===== src/rtl/cklt_pkg.sv =====
package cklt_pkg;

   localparam int CAPACITY_DEF  = 16;
   localparam int KEY_BYTES_DEF = 8;

   localparam int KEY_W = 64;
   localparam int TAG_W = 64;
   localparam int AMT_W = 32;
   localparam int CNT_W = 5;

   localparam logic [1:0] ACT_ADD    = 2'd0;
   localparam logic [1:0] ACT_REMOVE = 2'd1;
   localparam logic [1:0] ACT_SEARCH = 2'd2;

   localparam logic [1:0] ST_OK        = 2'd0;
   localparam logic [1:0] ST_FULL      = 2'd1;
   localparam logic [1:0] ST_EMPTY     = 2'd2;
   localparam logic [1:0] ST_NOT_FOUND = 2'd3;

   typedef struct packed {
      logic [KEY_W-1:0]        key;
      logic [TAG_W-1:0]        tag;
      logic signed [AMT_W-1:0] amount;
   } entry_type;

   localparam int ENTRY_W = $bits(entry_type);

   typedef enum logic [5:0] {
      S_IDLE     = 6'b000001,
      S_SCAN_RD  = 6'b000010,
      S_SCAN_CHK = 6'b000100,
      S_SHIFT_RD = 6'b001000,
      S_SHIFT_WR = 6'b010000,
      S_RESP     = 6'b100000
   } state_type;

endpackage


===== src/rtl/cklt_if.sv =====
interface cklt_req_if;
   import cklt_pkg::*;

   logic                    valid;
   logic                    ready;
   logic [1:0]              action;
   logic [KEY_W-1:0]        key;
   logic [TAG_W-1:0]        kind_tag;
   logic signed [AMT_W-1:0] amount;

   modport source (output valid, action, key, kind_tag, amount, input ready);
   modport sink   (input valid, action, key, kind_tag, amount, output ready);
endinterface

interface cklt_rsp_if;
   import cklt_pkg::*;

   logic                    valid;
   logic                    ready;
   logic [1:0]              status;
   logic [TAG_W-1:0]        found_tag;
   logic signed [AMT_W-1:0] found_amount;
   logic [CNT_W-1:0]        entry_count;

   modport source (output valid, status, found_tag, found_amount, entry_count, input ready);
   modport sink   (input valid, status, found_tag, found_amount, entry_count, output ready);
endinterface


===== src/rtl/cklt_ram.sv =====
module cklt_ram #(
   parameter int WIDTH = 8,
   parameter int DEPTH = 16,
   parameter int AW    = (DEPTH > 1) ? $clog2(DEPTH) : 1
) (
   input  logic             clock,
   input  logic             wr_en,
   input  logic [AW-1:0]    wr_addr,
   input  logic [WIDTH-1:0] wr_data,
   input  logic             rd_en,
   input  logic [AW-1:0]    rd_addr,
   output logic [WIDTH-1:0] rd_data
);

   logic [WIDTH-1:0] mem [DEPTH];

   always_ff @(posedge clock) begin
      if (wr_en) begin
         mem[wr_addr] <= wr_data;
      end
      if (rd_en) begin
         rd_data <= mem[rd_addr];
      end
   end

endmodule


===== src/rtl/compacting_keyed_list_table_unit.sv =====
// Keyed list table: up to CAPACITY entries of key, kind tag and amount, kept in
// arrival order in one synchronous RAM.
// The req channel carries one word per request: add, remove by key or search by
// key. The rsp channel returns exactly one word per request with a status, the
// tag and amount of a search hit (zero otherwise) and the count after the request.
// Add, requests on an empty table and the unused action code go straight from
// acceptance to the response. A search or remove reads the entries in order
// from the first and compares each key with the request; a search stops at the
// first hit, and a miss reads all n entries. A remove of entry p then moves each
// later entry one place down, a read and then a write per entry, and responds.
// One request is processed at a time. A finished response waits in an output
// register, and the next request is accepted while it waits; the block only
// stalls when a second response is ready before the first was taken.
// Reset clears the entry count and the handshake state; the RAM is not cleared,
// since only entries below the count are ever read.
module compacting_keyed_list_table_unit #(
   parameter int CAPACITY  = cklt_pkg::CAPACITY_DEF,
   parameter int KEY_BYTES = cklt_pkg::KEY_BYTES_DEF
) (
   input logic      clock,
   input logic      reset,
   cklt_req_if.sink   req_if,
   cklt_rsp_if.source rsp_if
);
   import cklt_pkg::*;

   localparam int IDX_W = (CAPACITY > 1) ? $clog2(CAPACITY) : 1;
   localparam int CW    = $clog2(CAPACITY + 1);
   localparam logic [KEY_W-1:0] TEXT_MASK = {KEY_W{1'b1}} >> (8 * (8 - KEY_BYTES));

   state_type state_ff, state_in;
   logic [IDX_W-1:0] idx_ff, idx_in;
   logic [CW-1:0]    count_ff, count_in;
   logic             rsp_valid_ff, rsp_valid_in;

   logic [1:0]              action_ff, action_in;
   logic [KEY_W-1:0]        key_ff, key_in;
   logic [1:0]              status_ff, status_in;
   logic [TAG_W-1:0]        hit_tag_ff, hit_tag_in;
   logic signed [AMT_W-1:0] hit_amt_ff, hit_amt_in;
   logic [1:0]              rsp_status_ff, rsp_status_in;
   logic [TAG_W-1:0]        rsp_tag_ff, rsp_tag_in;
   logic signed [AMT_W-1:0] rsp_amt_ff, rsp_amt_in;
   logic [CNT_W-1:0]        rsp_count_ff, rsp_count_in;

   logic             req_fire;
   logic             mem_wr_en;
   logic [IDX_W-1:0] mem_wr_addr;
   entry_type        mem_wr_entry;
   logic             mem_rd_en;
   logic [IDX_W-1:0] mem_rd_addr;
   logic [ENTRY_W-1:0] mem_rd_data;
   entry_type        rd_entry;
   logic [CW-1:0]    idx_plus1;
   logic [CW-1:0]    idx_plus2;
   logic             rsp_free;

   cklt_ram #(
      .WIDTH (ENTRY_W),
      .DEPTH (CAPACITY),
      .AW    (IDX_W)
   ) u_entries (
      .clock   (clock),
      .wr_en   (mem_wr_en),
      .wr_addr (mem_wr_addr),
      .wr_data (mem_wr_entry),
      .rd_en   (mem_rd_en),
      .rd_addr (mem_rd_addr),
      .rd_data (mem_rd_data)
   );

   assign rd_entry  = entry_type'(mem_rd_data);
   assign idx_plus1 = CW'(idx_ff) + CW'(1);
   assign idx_plus2 = CW'(idx_ff) + CW'(2);
   assign rsp_free  = !rsp_valid_ff || rsp_if.ready;

   assign req_if.ready = (state_ff == S_IDLE);
   assign req_fire     = req_if.valid && req_if.ready;

   assign rsp_if.valid        = rsp_valid_ff;
   assign rsp_if.status       = rsp_status_ff;
   assign rsp_if.found_tag    = rsp_tag_ff;
   assign rsp_if.found_amount = rsp_amt_ff;
   assign rsp_if.entry_count  = rsp_count_ff;

   always_comb begin
      state_in      = state_ff;
      idx_in        = idx_ff;
      count_in      = count_ff;
      rsp_valid_in  = rsp_valid_ff && !rsp_if.ready;
      action_in     = action_ff;
      key_in        = key_ff;
      status_in     = status_ff;
      hit_tag_in    = hit_tag_ff;
      hit_amt_in    = hit_amt_ff;
      rsp_status_in = rsp_status_ff;
      rsp_tag_in    = rsp_tag_ff;
      rsp_amt_in    = rsp_amt_ff;
      rsp_count_in  = rsp_count_ff;
      mem_wr_en     = 1'b0;
      mem_wr_addr   = idx_ff;
      mem_wr_entry  = rd_entry;
      mem_rd_en     = 1'b0;
      mem_rd_addr   = idx_ff;

      unique case (state_ff)
         S_IDLE: begin
            if (req_fire) begin
               action_in  = req_if.action;
               key_in     = req_if.key & TEXT_MASK;
               status_in  = ST_OK;
               hit_tag_in = '0;
               hit_amt_in = '0;
               idx_in     = '0;
               state_in   = S_RESP;
               if (req_if.action == ACT_ADD) begin
                  if (count_ff == CW'(CAPACITY)) begin
                     status_in = ST_FULL;
                  end else begin
                     // Append at the end of the list.
                     mem_wr_en           = 1'b1;
                     mem_wr_addr         = count_ff[IDX_W-1:0];
                     mem_wr_entry.key    = req_if.key & TEXT_MASK;
                     mem_wr_entry.tag    = req_if.kind_tag & TEXT_MASK;
                     mem_wr_entry.amount = req_if.amount;
                     count_in            = count_ff + CW'(1);
                  end
               end else if (req_if.action == ACT_REMOVE || req_if.action == ACT_SEARCH) begin
                  if (count_ff == '0) begin
                     status_in = ST_EMPTY;
                  end else begin
                     state_in = S_SCAN_RD;
                  end
               end
            end
         end
         S_SCAN_RD: begin
            mem_rd_en   = 1'b1;
            mem_rd_addr = idx_ff;
            state_in    = S_SCAN_CHK;
         end
         S_SCAN_CHK: begin
            if (rd_entry.key == key_ff) begin
               if (action_ff == ACT_SEARCH) begin
                  hit_tag_in = rd_entry.tag;
                  hit_amt_in = rd_entry.amount;
                  state_in   = S_RESP;
               end else if (idx_plus1 < count_ff) begin
                  state_in = S_SHIFT_RD;
               end else begin
                  count_in = count_ff - CW'(1);
                  state_in = S_RESP;
               end
            end else if (idx_plus1 == count_ff) begin
               status_in = ST_NOT_FOUND;
               state_in  = S_RESP;
            end else begin
               idx_in   = idx_ff + IDX_W'(1);
               state_in = S_SCAN_RD;
            end
         end
         S_SHIFT_RD: begin
            mem_rd_en   = 1'b1;
            mem_rd_addr = idx_plus1[IDX_W-1:0];
            state_in    = S_SHIFT_WR;
         end
         S_SHIFT_WR: begin
            // Move the entry that was just read one place down.
            mem_wr_en    = 1'b1;
            mem_wr_addr  = idx_ff;
            mem_wr_entry = rd_entry;
            idx_in       = idx_ff + IDX_W'(1);
            if (idx_plus2 < count_ff) begin
               state_in = S_SHIFT_RD;
            end else begin
               count_in = count_ff - CW'(1);
               state_in = S_RESP;
            end
         end
         S_RESP: begin
            if (rsp_free) begin
               rsp_valid_in  = 1'b1;
               rsp_status_in = status_ff;
               rsp_tag_in    = hit_tag_ff;
               rsp_amt_in    = hit_amt_ff;
               rsp_count_in  = CNT_W'(count_ff);
               state_in      = S_IDLE;
            end
         end
         default: begin
            state_in = S_IDLE;
         end
      endcase
   end

   always_ff @(posedge clock) begin
      if (reset) begin
         state_ff     <= S_IDLE;
         count_ff     <= '0;
         rsp_valid_ff <= 1'b0;
         idx_ff       <= '0;
      end else begin
         state_ff     <= state_in;
         count_ff     <= count_in;
         rsp_valid_ff <= rsp_valid_in;
         idx_ff       <= idx_in;
      end
   end

   always_ff @(posedge clock) begin
      action_ff     <= action_in;
      key_ff        <= key_in;
      status_ff     <= status_in;
      hit_tag_ff    <= hit_tag_in;
      hit_amt_ff    <= hit_amt_in;
      rsp_status_ff <= rsp_status_in;
      rsp_tag_ff    <= rsp_tag_in;
      rsp_amt_ff    <= rsp_amt_in;
      rsp_count_ff  <= rsp_count_in;
   end

endmodule


===== src/flat_wrapper.sv =====
// flat-port wrapper written by rule: the top's interface ports become plain ports
module compacting_keyed_list_table_unit_flat import cklt_pkg::*;
#(
   parameter int CAPACITY  = cklt_pkg::CAPACITY_DEF,
   parameter int KEY_BYTES = cklt_pkg::KEY_BYTES_DEF
)
  (clock, reset, req_if_valid, req_if_action, req_if_key, req_if_kind_tag, req_if_amount, req_if_ready, rsp_if_valid, rsp_if_status, rsp_if_found_tag, rsp_if_found_amount, rsp_if_entry_count, rsp_if_ready);
  cklt_req_if req_if_i ();
  cklt_rsp_if rsp_if_i ();
  input logic clock;
  input logic reset;
  input wire logic [$bits(req_if_i.valid)-1:0] req_if_valid;
  input wire logic [$bits(req_if_i.action)-1:0] req_if_action;
  input wire logic [$bits(req_if_i.key)-1:0] req_if_key;
  input wire logic [$bits(req_if_i.kind_tag)-1:0] req_if_kind_tag;
  input wire logic [$bits(req_if_i.amount)-1:0] req_if_amount;
  output wire logic [$bits(req_if_i.ready)-1:0] req_if_ready;
  output wire logic [$bits(rsp_if_i.valid)-1:0] rsp_if_valid;
  output wire logic [$bits(rsp_if_i.status)-1:0] rsp_if_status;
  output wire logic [$bits(rsp_if_i.found_tag)-1:0] rsp_if_found_tag;
  output wire logic [$bits(rsp_if_i.found_amount)-1:0] rsp_if_found_amount;
  output wire logic [$bits(rsp_if_i.entry_count)-1:0] rsp_if_entry_count;
  input wire logic [$bits(rsp_if_i.ready)-1:0] rsp_if_ready;
  assign req_if_i.valid = req_if_valid;
  assign req_if_i.action = req_if_action;
  assign req_if_i.key = req_if_key;
  assign req_if_i.kind_tag = req_if_kind_tag;
  assign req_if_i.amount = req_if_amount;
  assign req_if_ready = req_if_i.ready;
  assign rsp_if_valid = rsp_if_i.valid;
  assign rsp_if_status = rsp_if_i.status;
  assign rsp_if_found_tag = rsp_if_i.found_tag;
  assign rsp_if_found_amount = rsp_if_i.found_amount;
  assign rsp_if_entry_count = rsp_if_i.entry_count;
  assign rsp_if_i.ready = rsp_if_ready;
  compacting_keyed_list_table_unit #(.CAPACITY(CAPACITY), .KEY_BYTES(KEY_BYTES)) u_core (.clock(clock), .reset(reset), .req_if(req_if_i), .rsp_if(rsp_if_i));
endmodule

===== config.mk =====
export PLATFORM = sky130hd
export DESIGN_NAME = compacting_keyed_list_table_unit_flat
export DESIGN_NICKNAME = d
export VERILOG_FILES = /design/src/rtl/cklt_pkg.sv /design/src/rtl/cklt_if.sv /design/src/rtl/cklt_ram.sv /design/src/rtl/compacting_keyed_list_table_unit.sv /design/src/flat_wrapper.sv
export SDC_FILE = /design/constraint.sdc
export NUM_CORES = 2
export LEC_CHECK = 0
export BUFFER_PORTS_ARGS = -buffer_cell sky130_fd_sc_hd__buf_2
export CORE_AREA = 4 4 507 509
export CTS_CLUSTER_SIZE = 25
export DETAILED_ROUTE_END_ITERATION = 10
export DIE_AREA = 0 0 511 513
export PLACE_DENSITY = 0.76
export SLEW_MARGIN = 10
export SYNTH_ARGS = -nofsm -noshare
export SYNTH_HDL_FRONTEND = slang
export SYNTH_SLANG_ARGS = --single-unit

===== constraint.sdc =====
create_clock -name clock -period 9.59 [get_ports clock]
set_input_delay 1.4385 -clock clock [delete_from_list [all_inputs] [get_ports clock]]
set_output_delay 1.4385 -clock clock [all_outputs]
set_load 0.01 [all_outputs]

# Word level (Yosys, flattened, before mapping)
# Memories as Yosys holds them, arrays and structs flattened. A register that Yosys moved wholly into a read port is not among the register bits.
# Cells that the tools add are included.
op_classes:
  eq_ne: 24
  n_lt_le_gt_ge: 2
  shift: 0
  n_mul: 0
  div: 0
  bitwise: 0
  n_addsub: 5
  n_reduce_logical: 18
  n_mux: 57
op_table:
  columns: ["cell", "count"]
  rows:
  - ["$mux W160", 4]
  - ["$mux W64", 3]
  - ["$pmux W64 S2", 1]
  - ["$mux W32", 3]
  - ["$eq A64 B64 Y1", 1]
  - ["$pmux W32 S2", 1]
  - ["$mux W6", 10]
  - ["$pmux W6 S6", 1]
  - ["$mux W5", 7]
  - ["$mux W4", 8]
  - ["$ne A2 B2 Y1 const B", 8]
  - ["$pmux W5 S3", 1]
  - ["$mux W2", 6]
  - ["$pmux W4 S3", 1]
  - ["$reduce_and A4 Y1", 3]
  - ["$lt A5 B5 Y1", 2]
  - ["$mux W1", 9]
  - ["$ne A2 B1 Y1 const B", 4]
  - ["$reduce_and A8 Y1", 1]
  - ["$eq A6 B1 Y1 const B", 1]
  - ["$eq A6 B2 Y1 const B", 1]
  - ["$eq A6 B3 Y1 const B", 1]
  - ["$eq A6 B4 Y1 const B", 1]
  - ["$eq A6 B5 Y1 const B", 1]
  - ["21 further kinds", 27]
totals:
  n_memories: 1
  wordCells: 120
  mem_bits_ro: 0
  out_inout_bits: 105
  ramBits: 2560
  reg_bits: 283
  latch_bits: 0
memory_table:
  columns: ["name", "words", "width", "rd", "rd_clocked_by_memory_dff", "write_ports", "line", "rtl"]
  rows:
  - ["u_core.u_entries.mem", 16, 160, 1, 1, 1, "cklt_ram.sv:15", "logic [WIDTH-1:0] mem [DEPTH];"]

# Logic depth before layout (Yosys ltp)
logic_depth:
  word_depth: 7
  mapped_depth: 12

# Hierarchy
# Synthesis repeated with hierarchy kept, for this count alone.
unflattened:
  hier_cells: 5344
  hier_area_um2: 113632.7
modules_own_cells:
  columns: ["module", "area_each_um2", "instances", "seq_area_each_um2", "cells_per_inst"]
  rows:
  - ["cklt_ram", 100901.8, 1, 81678.3, 4191]
  - ["compacting_keyed_list_table_unit", 12731.0, 1, 8338.0, 1153]

# Worst setup path after synthesis
# No wires, ideal clock.
synth_timing:
  kind: "in2reg"
  from: "input req_if_action[0]"
  to: "memory u_core.u_entries.mem[13][0] (netlist bit), enable pin"
  required_ps: 8907
  n_path_buf: 1
  setup_ps: 683
  path_stages: 7
  path_slack_ps: -69
  arrival_ps: 8976
  cell_sequence: "inv_1 ha_1 o21ai_1 nor2_2 buf_2 a32oi_1 nor2_1"
synth_via:
  elab_chain_len: 6
synth_rtl:
  columns: ["element", "line", "rtl"]
  rows:
  - ["start: declaration", "flat_wrapper.sv:13", "input wire logic [$bits(req_if_i.action)-1:0] req_if_action;"]
  - ["$logic_not A2 Y1 (*)", "compacting_keyed_list_table_unit.sv:116", "if (req_if.action == ACT_ADD) begin"]
  - ["$mux W1", "compacting_keyed_list_table_unit.sv:116", null]
  - ["$mux W1", "compacting_keyed_list_table_unit.sv:108", "if (req_fire) begin"]
  - ["$pmux W1 S2", "compacting_keyed_list_table_unit.sv:106", "unique case (state_ff)"]
  - ["$mux W1", "cklt_ram.sv:18", "if (wr_en) begin"]
  - ["$mux W1 (implied by the code)", "cklt_ram.sv:19", "mem[wr_addr] <= wr_data;"]
  - ["end: declaration", "cklt_ram.sv:15", null]
# Every way passes the cells marked *; elsewhere a longest branch is shown, timed or not.

# Worst setup path in the final report
layout_timing:
  from: "register u_core.idx_ff[1]"
  to: "register u_core.u_entries.rd_data[0], read port of u_core.u_entries.mem (data pin)"
layout_via:
  elab_chain_len: 2
layout_rtl:
  columns: ["element", "line", "rtl"]
  rows:
  - ["start: declaration", "compacting_keyed_list_table_unit.sv:32", "logic [IDX_W-1:0] idx_ff, idx_in;"]
  - ["start signal: assignment", "compacting_keyed_list_table_unit.sv:206", "idx_ff <= idx_in;"]
  - ["$add A4 B1 Y5", "compacting_keyed_list_table_unit.sv:73", "assign idx_plus1 = CW'(idx_ff) + CW'(1);"]
  - ["$mux W4 (*)", "compacting_keyed_list_table_unit.sv:106", null]
  - ["end: declaration", "cklt_ram.sv:12", "output logic [WIDTH-1:0] rd_data"]
# Marked as above.
# A chain may end at the register's enable or synchronous reset.

==> run_results.csv <==
group,metric,value,unit
timing,postLayoutSetupSlackWorst,3870,ps
die,fp.dieH,513,microns
timing,pins_over_their_slew_limit,0,
place,placement.io_buffers,270,
grt,overflow,0,
worst_setup_path,crit_fanout,59,
synth,synth_seq_area_share,0.650,
place,hpwlAfterDp,178,mm
worst_setup_path,worstSetupStartpointType,"flip-flop",
worst_setup_path,worst_ep_arrival_time,6380,ps
die,core_area,0.253,sq mm
detailed_routing,detailedRoute.firstPassIterationCount,5,
timing,final-hold-violation-count,0,
synth,synthesis.area,0.138,sq mm
clock_tree,post_cts_resize_count,0,
synth,synth_nets,7829,
grt,grt_first_pass_wirelength,504,mm
synth,synth.avg_cell_area,18.1,sq um
timing,finalCritPeriodShare,0.597,
pwr,power.static_leakage,45.3,nW
timing,tightest_slew,1260,ps
synth,ys_top_cells_by_area,"sky130_fd_sc_hd__edfxtp_1, sky130_fd_sc_hd__mux2i_1, sky130_fd_sc_hd__mux4_2, sky130_fd_sc_hd__o22ai_1, sky130_fd_sc_hd__mux2_2",
worst_setup_path,rr_startpoint,"u_core.idx_ff[1]$_SDFFE_PP0P_",
detailed_routing,routed_via_count_divided_by_cell_count,6.59,
timing,whs,385,ps
grt,grt_start_max_net_pins,146,
worst_setup_path,path_class,"flip-flop to flip-flop",
worst_setup_path,crit_required,10250,ps
synth,synth_enable_flop_cells,2987,
grt,grt_antenna_before_repair,23,
worst_setup_path,rr_worst_depth,9,
clock_tree,worstSkewPairLatency,980,ps
timing,setup_viol,0,
die,die_x,511,microns
detailed_routing,route.detailed.wl_per_inst,30.0,microns
min_path,hp_class,"flip-flop to flip-flop",
min_path,hold_path.startpoint,"u_core.hit_amt_ff[4]$_SDFFCE_PN0P_",
cells_and_area,final_common_cell,"sky130_fd_sc_hd__edfxtp_1",
cells_and_area,multi_input_comb_area,0.0461,sq mm
detailed_routing,routed_wl,343,mm
worst_setup_path,r2r_slack,3870,ps
grt,globalRouteTotalUtil,0.257,
synth,postSynthCellCount,7646,
synth,yosysTopAreaCellShare,0.648,
synth,yosysWarningCount,0,
synth,synth_top_flop_cell,"sky130_fd_sc_hd__edfxtp_1",
clock_tree,clk_pin_slew_worst_paths,60,ps
clock_tree,cts_tree,"yes",
clock_tree,clock_root_buffer,"sky130_fd_sc_hd__clkbuf_16",
timing,max_freq,175,MHz
cells_and_area,most-common-layout-cells,"sky130_fd_sc_hd__edfxtp_1, sky130_fd_sc_hd__mux2i_1, sky130_fd_sc_hd__mux4_2",
worst_setup_path,cp-end-kind,"flip-flop",
run_status,status,"complete, no violations",
timing,finalCriticalPeriod,5720,ps
cells_and_area,syn2layout_area_growth,10.6,%
worst_setup_path,startpoint,"u_core.idx_ff[1]$_SDFFE_PP0P_",
cells_and_area,fillers,17725,
die,floorplan.rows,185,
synth,asyncSetResetFlopFracSynth,0,
place,pre_cts_setup_slack,3810,ps
die,top_level_ports,271,
timing,timing.max_slew.rel_slack,0.159,
min_path,hold_path_depth,0,
die,start_util,0.547,
detailed_routing,vias,75533,
clock_tree,clockBufferDepth,4,
die,die_area,0.262,sq mm
cells_and_area,fraction_of_final_layout_cells_with_drive_strength_greater_than_1,0.206,
place,gpl.final_weighted_congestion,0.788,
clock_tree,postcts_setup_bufs,0,
detailed_routing,drt_iter0_markers,8049,
job,max_cap_viol_count,0,
detailed_routing,ant_nets,0,
cells_and_area,post-route-cell-area,0.153,sq mm
pwr,worst_ir_drop_vdd,0.000152,V
place,place_area,0.143,sq mm
synth,number_of_flip_flops_and_latches_in_the_synthesized_netlist,3003,
clock_tree,h-tree-depth,5,
clock_tree,cts-buffers-inserted,322,
detailed_routing,drc_markers,0,
grt,grt_pass1_vias,77638,
timing,rsz_0062_raised_after_global_routing,"false",
synth,yosys.area.top_type,"sky130_fd_sc_hd__edfxtp_1",
cells_and_area,final_net_count,8027,
cells_and_area,area.sequential,0.0900,sq mm
synth,synth.distinct_cells,59,
timing,setup_skew,112,ps
clock_tree,clock-sinks,3003,
clock_tree,cts_hold_buf,0,
pwr,power.density,179,mW/mm^2
## cells by family (layout without fill, tap and decap cells)
family,count (synthesis),count (layout),synth area share
buf+inv,537,966,0.0184
mux,3196,3196,0.288
xor+xnor,75,75,0.00480
compound gates,421,421,0.0199
simple gates,397,397,0.0166
other cells,0,14,0
flops,3003,3003,0.650
fa+ha+maj,17,17,0.00159
## cells in the mapped netlist, types with 4 or more instances
master	instances
sky130_fd_sc_hd__and2_1	97
sky130_fd_sc_hd__or2_2	28
sky130_fd_sc_hd__a31oi_1	18
sky130_fd_sc_hd__nor2_1	55
sky130_fd_sc_hd__a21oi_1	16
sky130_fd_sc_hd__a2111oi_0	12
sky130_fd_sc_hd__edfxtp_1	2987
sky130_fd_sc_hd__nand4_1	17
sky130_fd_sc_hd__or2_1	121
sky130_fd_sc_hd__buf_4	41
sky130_fd_sc_hd__buf_2	306
sky130_fd_sc_hd__buf_1	4
sky130_fd_sc_hd__nor4_1	8
sky130_fd_sc_hd__inv_1	16
sky130_fd_sc_hd__mux2i_1	2418
sky130_fd_sc_hd__o22ai_1	299
sky130_fd_sc_hd__ha_1	16
sky130_fd_sc_hd__o21ai_1	16
sky130_fd_sc_hd__xnor2_1	69
sky130_fd_sc_hd__a32oi_1	17
sky130_fd_sc_hd__dfxtp_1	16
sky130_fd_sc_hd__nand2_1	21
sky130_fd_sc_hd__nor2b_1	19
sky130_fd_sc_hd__nand3_1	5
sky130_fd_sc_hd__mux2_2	161
sky130_fd_sc_hd__clkbuf_1	169
sky130_fd_sc_hd__a221o_1	12
sky130_fd_sc_hd__nor3_1	8
sky130_fd_sc_hd__mux4_2	616
sky130_fd_sc_hd__xor2_1	5
sky130_fd_sc_hd__a21o_1	6
## worst paths after layout
path	end
worst max register to register	u_core.u_entries.rd_data[0]$_DFFE_PP_
worst max-delay path	u_core.u_entries.rd_data[0]$_DFFE_PP_
worst min register to register	u_core.rsp_if.found_amount[4]$_DFFE_PP_
worst min-delay path	u_core.rsp_if.found_amount[4]$_DFFE_PP_
## state kept, by name (all words and copies together), names as in the netlist
signal / cells
u_core.u_entries.mem: 2560
u_core.u_entries.rd_data: 160
u_core.hit_tag_ff: 64
u_core.key_ff: 64
u_core.rsp_if.found_tag: 64
u_core.hit_amt_ff: 32
u_core.rsp_if.found_amount: 32
u_core.state_ff: 6
u_core.count_ff: 5
u_core.rsp_if.entry_count: 5
u_core.idx_ff: 4
u_core.action_ff: 2
u_core.rsp_if.status: 2
u_core.status_ff: 2
u_core.rsp_if.valid: 1
## area by class of cell
type                       instances  area share
timing repair buffer             394      0.0178
multi-input combinational       4106       0.301
clock buffer                     368      0.0540
clock inverter                   187      0.0113
antenna                           14    0.000229
inverter                          17    0.000531
sequential                      3003       0.588
tap                             3366      0.0275
## per-layer routing
metal  routed length (microns)  part of all wire  track usage
met3                     28000             0.082       0.0424
met1                    138000              0.40        0.353
met5                        41           0.00012            0
met4                     11900             0.035       0.0908
met2                    166000              0.48        0.418
## worst max-delay path, stage by stage, from the launching register on
cell	delay [ps]
sky130_fd_sc_hd__dfxtp_4	1070
sky130_fd_sc_hd__buf_4	930
sky130_fd_sc_hd__ha_1	360
sky130_fd_sc_hd__nand2_1	180
sky130_fd_sc_hd__a21o_1	360
sky130_fd_sc_hd__a21oi_4	170
sky130_fd_sc_hd__buf_4	650
sky130_fd_sc_hd__buf_4	860
sky130_fd_sc_hd__o22ai_1	200
sky130_fd_sc_hd__or2_2	330
## report_power, final
| group | leakage (nW) | internal, mW | switching, mW |
|---|---|---|---|
| clock network | 4.90 | 6.97 | 4.97 |
| logic | 13.3 | 0.208 | 0.516 |
| registers | 27.1 | 14.6 | 0.0744 |
## per-stage QoR
| stage | instances | util | setup TNS, ps | total power, mW |
|---|---|---|---|---|
| 2_1_floorplan | 7646 | - | -152470 | 15.4 |
| 3_3_place_gp | 10886 | 0.566 | 0 | 15.7 |
| 3_5_place_dp | 10886 | 0.566 | 0 | 15.7 |
| 4_1_cts | 11441 | 0.605 | 0 | 27.5 |
| 5_1_grt | 11449 | 0.605 | 0 | 28.1 |
| 6_report | 11455 | 0.605 | 0 | 27.4 |
Power figures use the tool's default switching activity.
